File: config.mk
export PLATFORM = sky130hd
export DESIGN_NAME = ktbl_front
export DESIGN_NICKNAME = d
export VERILOG_FILES = /design/src/rtl/core/ktbl_pkg.sv /design/src/rtl/core/ktbl_front.sv
export SDC_FILE = /design/constraint.sdc
export NUM_CORES = 1
export LEC_CHECK = 0
export ABC_CLOCK_PERIOD_IN_PS = 3400
export BUFFER_PORTS_ARGS = -buffer_cell sky130_fd_sc_hd__buf_2
export CAP_MARGIN = 20
export CORE_UTILIZATION = 45
export CTS_CLUSTER_DIAMETER = 80
export CTS_CLUSTER_SIZE = 30
export DETAILED_ROUTE_END_ITERATION = 10
export GPL_TIMING_DRIVEN = 0
export PLACE_DENSITY = 0.7
export RECOVER_POWER = 50
export SYNTH_ARGS = -nofsm -noshare
export SYNTH_HDL_FRONTEND = slang
export SYNTH_SLANG_ARGS = --single-unit
export TNS_END_PERCENT = 30
File: constraint.sdc
create_clock -name clock -period 3.4 [get_ports clock]
set_input_delay 0.51 -clock clock [delete_from_list [all_inputs] [get_ports clock]]
set_output_delay 0.51 -clock clock [all_outputs]
set_load 0.05 [all_outputs]
File: src/rtl/core/ktbl_pkg.sv
// Shared types and constants of the keyed token bucket limiter.
package ktbl_pkg;

   localparam int NUM_BUCKETS  = 256;
   localparam int BUCKET_W     = $clog2(NUM_BUCKETS);
   localparam int OP_W         = 1;
   localparam int INDEX_W      = 8;
   localparam int TIME_W       = 48;
   localparam int TOKEN_W      = 20;
   localparam int CSR_INDEX_W  = 1;
   localparam int CSR_DATA_W   = 20;
   localparam int ELAPSED_W    = 32;
   localparam int PRODUCT_W    = ELAPSED_W + TOKEN_W;
   localparam int ROOM_W       = 30;
   localparam int RECIP_W      = 31;
   localparam int RECIP_SHIFT  = 40;
   localparam int FQ_DEPTH     = 2;
   localparam int FQ_PTR_W     = $clog2(FQ_DEPTH);
   localparam int FQ_CNT_W     = $clog2(FQ_DEPTH + 1);

   localparam logic [ROOM_W-1:0]    MS_PER_SECOND = ROOM_W'(1000);
   localparam logic [RECIP_W-1:0]   MS_RECIP      = RECIP_W'(1099511628);
   localparam logic [ELAPSED_W-1:0] ELAPSED_MAX   = '1;

   typedef enum logic [OP_W-1:0] {
      OP_ACQUIRE = 1'b0,
      OP_QUERY   = 1'b1
   } ktbl_op_type;

   typedef enum logic [CSR_INDEX_W-1:0] {
      CSR_CAPACITY = 1'b0,
      CSR_REFILL   = 1'b1
   } ktbl_csr_type;

   typedef struct packed {
      ktbl_op_type         op;
      logic [BUCKET_W-1:0] bucket;
      logic [TIME_W-1:0]   now_ms;
   } ktbl_req_type;

   typedef struct packed {
      logic [TOKEN_W-1:0] tokens;
      logic [TIME_W-1:0]  mark_ms;
   } ktbl_entry_type;

endpackage

File: src/rtl/core/ktbl_front.sv
// Front queue: accepts transactions, decodes the op and wraps the bucket number.
module ktbl_front (
   input  logic                         clock,
   input  logic                         reset,
   input  logic                         push,
   output logic                         full,
   input  logic [ktbl_pkg::OP_W-1:0]    req_op,
   input  logic [ktbl_pkg::INDEX_W-1:0] req_bucket_index,
   input  logic [ktbl_pkg::TIME_W-1:0]  req_now_ms,
   output logic                         item_valid,
   output ktbl_pkg::ktbl_req_type       item,
   input  logic                         item_take
);
   import ktbl_pkg::*;

   ktbl_req_type        entry_ff [FQ_DEPTH];
   logic [FQ_PTR_W-1:0] wr_ptr_ff;
   logic [FQ_PTR_W-1:0] rd_ptr_ff;
   logic [FQ_CNT_W-1:0] count_ff;
   logic                accept;
   logic                take;
   ktbl_req_type        decoded;

   assign full       = (count_ff == FQ_CNT_W'(FQ_DEPTH));
   assign item_valid = (count_ff != '0);
   assign item       = entry_ff[rd_ptr_ff];
   assign accept     = push && !full;
   assign take       = item_take && item_valid;

   always_comb begin
      decoded.op     = ktbl_op_type'(req_op);
      decoded.bucket = req_bucket_index[BUCKET_W-1:0];
      decoded.now_ms = req_now_ms;
   end

   always_ff @(posedge clock) begin
      if (reset) begin
         wr_ptr_ff <= '0;
         rd_ptr_ff <= '0;
         count_ff  <= '0;
      end else begin
         if (accept) begin
            wr_ptr_ff <= wr_ptr_ff + FQ_PTR_W'(1);
         end
         if (take) begin
            rd_ptr_ff <= rd_ptr_ff + FQ_PTR_W'(1);
         end
         if (accept && !take) begin
            count_ff <= count_ff + FQ_CNT_W'(1);
         end else if (take && !accept) begin
            count_ff <= count_ff - FQ_CNT_W'(1);
         end
      end
   end

   always_ff @(posedge clock) begin
      if (accept) begin
         entry_ff[wr_ptr_ff] <= decoded;
      end
   end

endmodule

* Yosys cells after proc, flatten, opt, wreduce, memory -nomap -nowiden
Memories as Yosys holds them, arrays and structs flattened. A register that Yosys moved wholly into a read port is not among the register bits.
Cells that the tools add are included.
** Storage, ports and cells
- Bits in registers :: 4
- Latch bits :: 0
- RAM bits :: 114
- Memory bits (read-only) :: 0
- Output and inout bits :: 59
- Memories :: 1
** Memories
- entry_ff :: depth 2, width 57, read ports 1, clocked after Yosys merged registers in 1, write ports 1, line ktbl_front.sv:16 : ktbl_req_type entry_ff [FQ_DEPTH];
** Cells by class
- Add/subtract/negate cells :: 4
- Multiply operators :: 0
- Div/mod/pow operators :: 0
- $lt $le $gt $ge :: 0
- Equality and inequality tests :: 1
- Shift-type cells :: 0
- Multiplexer cells :: 6
- Bitwise operators :: 0
- Reduce and logical (&&, ||, !) cells :: 9
** Operators by type and width (number)
- 1-bit logical AND :: 4
- 1-bit 2-to-1 mux :: 4
- 2-bit 2-to-1 mux :: 2
- 2-bit nonzero test :: 2
- 1-bit zero test :: 3
- 1-bit adder (second input constant) :: 2
- 2-bit by 1-bit adder with 2-bit output (second input constant) :: 1
- 2-bit equality test (second input constant) :: 1
- 2-bit by 1-bit subtractor with 2-bit output (second input constant) :: 1

* Logic depth before layout (Yosys ltp)
- Depth in word-level cells :: 7
- Depth in mapped cells :: 6

* Least setup slack after synthesis
No wires, ideal clock.
- Kind :: reg2reg
- Start point :: register count_ff[1]
- End point :: memory entry_ff[1][0] (netlist bit) (enable)
- Setup time :: 0.421 ns
- Data arrival time :: 2.088 ns
- Data required time :: 2.979 ns
- Path slack :: 0.891 ns
- Cell stages (with the launch flop) :: 4
- Clock period less this slack :: 2.509 ns
- Cell sequence :: dfxtp_1 > nor2b_2 > nor2_1 > and2_1
** On the way
- Cells in the longest elaborated chain, start to end :: 5
** RTL lines
- start, declared :: line ktbl_front.sv:19 : logic [FQ_CNT_W-1:0] count_ff;
- start signal, assigned :: line ktbl_front.sv:49 : count_ff <= count_ff + FQ_CNT_W'(1);
- start signal, assigned :: line ktbl_front.sv:51 : count_ff <= count_ff - FQ_CNT_W'(1);
- 2-bit equality test :: line ktbl_front.sv:24 : assign full = (count_ff == FQ_CNT_W'(FQ_DEPTH));
- via full :: line ktbl_front.sv:6 : output logic full,
- 1-bit zero test :: line ktbl_front.sv:27 : assign accept = push && !full;
- 1-bit logical AND :: line ktbl_front.sv:27
- via accept :: line ktbl_front.sv:20 : logic accept;
- 1-bit 2-to-1 mux :: line ktbl_front.sv:57 : if (accept) begin
- 1-bit 2-to-1 mux (not written as such) :: line ktbl_front.sv:58 : entry_ff[wr_ptr_ff] <= decoded;
- end, declared :: line ktbl_front.sv:16
The timed path passes the listed nets, and every way through them passes these cells.

* Worst setup path after layout
- Start point :: register count_ff[0]
- End point :: memory entry_ff[0][8] (netlist bit) (enable)
** On the way
- Cells in the longest elaborated chain, start to end :: 5
** RTL lines (line)
- 2-bit equality test :: ktbl_front.sv:24
- 1-bit zero test :: ktbl_front.sv:27
- 1-bit logical AND :: ktbl_front.sv:27
- 1-bit 2-to-1 mux :: ktbl_front.sv:57
- 1-bit 2-to-1 mux (not written as such) :: ktbl_front.sv:58
No other way between the ends.

==> metrics <==
Worst R2R Start count_ff[0]$_SDFFE_PP0P_; H-tree depth 4; critical path's slowest cell inv_1; Top Family by Delay on Critical Path buffers and inverters; largest net degree at the start of global routing 58; first-pass GRT wire length around 11000 um; total negative setup slack 0 ns; min Tclk post-route about 2.4 ns; leading cell type in the layout, fill and taps excluded edfxtp_1; CTS Hold Buffers Added 0; Post-Synth Simple-Gate Area between 1 and 1.5%; distinct cell type count after synthesis 16; routed wire length 7280 um; Worst EP arrival between 2 and 3 ns; Post-Syn Instances 202; post-synth design cell area roughly 4300 um^2; final setup violating endpoints 0; Synthesized Nets between 200 and 300; CTS Buf Count 17; routed vias/inst 4.69; reg2reg setup slack a little over 1 ns; GPL Wtd Cong roughly 0.65; Post-Layout Cell Count 483; RSZ-0062 raised after global routing false; vias 2264; grt total ovfl 0; Die W approximately 100 um; DR pass1 iterations 4; placed cells 451; Synth Area in Compound Gates 0.577%; # nets final around 400; all-layer global routing usage between 10% and 20%; required time of the critical path 3.58 ns; worst reg2reg path depth 4; final hold violations 0; register area share after synthesis 81.2%; total power draw roughly 5.4 mW; CTS Sinks 119; I/O Buffers around 120; Reg-to-Reg End entry_ff[0][8]$_DFFE_PP_; synthesis-stage register bit count between 100 and 150; post_cts resized 0; Slew @ Worst Pin between 1 and 1.5 ns; hold path depth 1; area share of xor/xnor cells in the synthesized design less than 1%; post-route ant nets 0; class of the worst hold path in2reg; mux contribution to synthesized area between 10 and 15%; status completed; Slew Viols, Final 0; WP buf/inv 2; Post-Synth Adder-Cell Area less than 1%; Max VDD drop approximately 0.00053 V; Cell Chain, Critical Path nor2b_1, or3_1, inv_1, buf_12; Startpoint Class flop; Max FO, Critical Path 30; Max Cap Violations 0; largest family of logic cells by synthesized area multiplexers; Worst Hold End entry_ff[1][0]$_DFFE_PP_; CTS tree built; fin crit share 70.4%; critical path class reg2reg; WHS approximately 0.2 ns; row count 35; Critical Path Stages 4; starting density of the core a little under half; Leakage 2.13 nW; I/O pins 120; DP HPWL around 4600 um; power per cell area approximately 950 nW/um^2; worst skew pair latency roughly 0.49 ns; layout cells sized above 1 between 50% and 60%; Max Root-Sink Buffers 2; Die Span Y between 100 and 150 um; Root Buffer clkbuf_8; Setup crit end kind flop; vias in the first global route 2317; die area around 10000 um^2; n_diodes 0; CTS clk-pin slew, worst paths roughly 0.060 ns; Area growth syn-to-layout 31.3%; routed length per instance approximately 15 um; most frequent cells in the layout 114 x edfxtp_1, 105 x buf_2, 57 x mux2_2, 17 x clkbuf_1, 16 x clkbuf_16; hold_sp req_now_ms[0]; DRT iter0 DRCs 52; Remaining DRCs 0; yosys warns 0; Slowest Stage Delay on Critical Path approximately 0.87 ns; Core ar. just over 9000 um^2; syn avg cell area around 21 um^2; relative slew slack about a fifth; clock skew about 0.007 ns; Post-CTS Setup Bufs 0; Max Freq around 420 MHz; initial antenna violation count 1
final cells by class:
type | count | area [um^2]
clock inverter | 14 | 183
multi-input combinational | 75 | 754
sequential | 119 | 3520
timing repair buffer | 120 | 596
inverter | 2 | 7.51
tap | 129 | 161
buffer | 6 | 51.3
clock buffer | 18 | 418
fill | 761 | 3590
power breakdown:
group	switching, mW	leakage (nW)	internal, mW	total [mW]
clock	0.602	0.286	1.18	1.78
sequential	0.0504	1.11	1.85	1.90
combinational	1.24	0.740	0.488	1.72
total	1.89	2.13	3.52	5.41
worst max-delay path by stage:
stage	slack, ns	to	startpoint
2_1_floorplan	0.89	entry_ff[1][0]$_DFFE_PP_	count_ff[1]$_SDFFE_PP0P_
3_3_place_gp	0.04	entry_ff[1][26]$_DFFE_PP_	push
3_5_place_dp	1.23	entry_ff[0][26]$_DFFE_PP_	push
4_1_cts	1.06	item[19]	flop
5_1_grt	0.89	entry_ff[0][7]$_DFFE_PP_	count_ff[0]$_SDFFE_PP0P_
6_report	1.01	entry_ff[0][8]$_DFFE_PP_	count_ff[0]$_SDFFE_PP0P_
sequential cells by signal (all words and copies together) (netlist names), named ones only:
| signal | cells |
|---|---|
| count_ff | 2 |
| entry_ff | 114 |
| rd_ptr_ff | 1 |
| wr_ptr_ff | 1 |
cell families after synthesis:
| logic type | Yosys count |
|---|---|
| muxes | 57 |
| AOI/OAI and AO/OA | 5 |
| xor gates and xnor gates | 3 |
| DFF | 119 |
| buffers and inverters | 8 |
| and+or+nand+nor | 9 |
| adders and majority gates | 1 |
layer usage:
| metal | wire length, um | vias to the layer above | GRT usage, % |
|---|---|---|---|
| met5 | 0 | - | 0 |
| met4 | 78 | 0 | 7.69 |
| met3 | 443 | 9 | 5.43 |
| met2 | 3770 | 76 | 25.5 |
| met1 | 2990 | 1107 | 17.4 |
| li1 | - | 1072 | - |
through the flow:
step | cell area, um^2 | utilization (%) | setup slack [ns]
3_5_place_dp | 5120 | 55.1 | 1.23
3_3_place_gp | 5090 | 54.9 | 0.0351
5_1_grt | 5690 | 61.3 | 0.891
6_report | 5690 | 61.3 | 1.01
4_1_cts | 5720 | 61.6 | 1.06
2_1_floorplan | 4340 | - | 0.891
cell usage after synthesis:
cell type | count | share of area [%]
nor2b_2 | 1 | 0.20
dfxtp_1 | 5 | 2.3
edfxtp_1 | 114 | 79
buf_2 | 2 | 0.23
nor2_1 | 4 | 0.35
o21ai_0 | 3 | 0.35
and2_1 | 1 | 0.14
inv_1 | 2 | 0.17
buf_4 | 1 | 0.17
mux2_2 | 57 | 15
or3_1 | 2 | 0.29
a21oi_1 | 2 | 0.23
ha_1 | 1 | 0.29
xor2_1 | 3 | 0.61
buf_6 | 3 | 0.78
or2_2 | 1 | 0.14
Power figures use the tool's default switching activity.
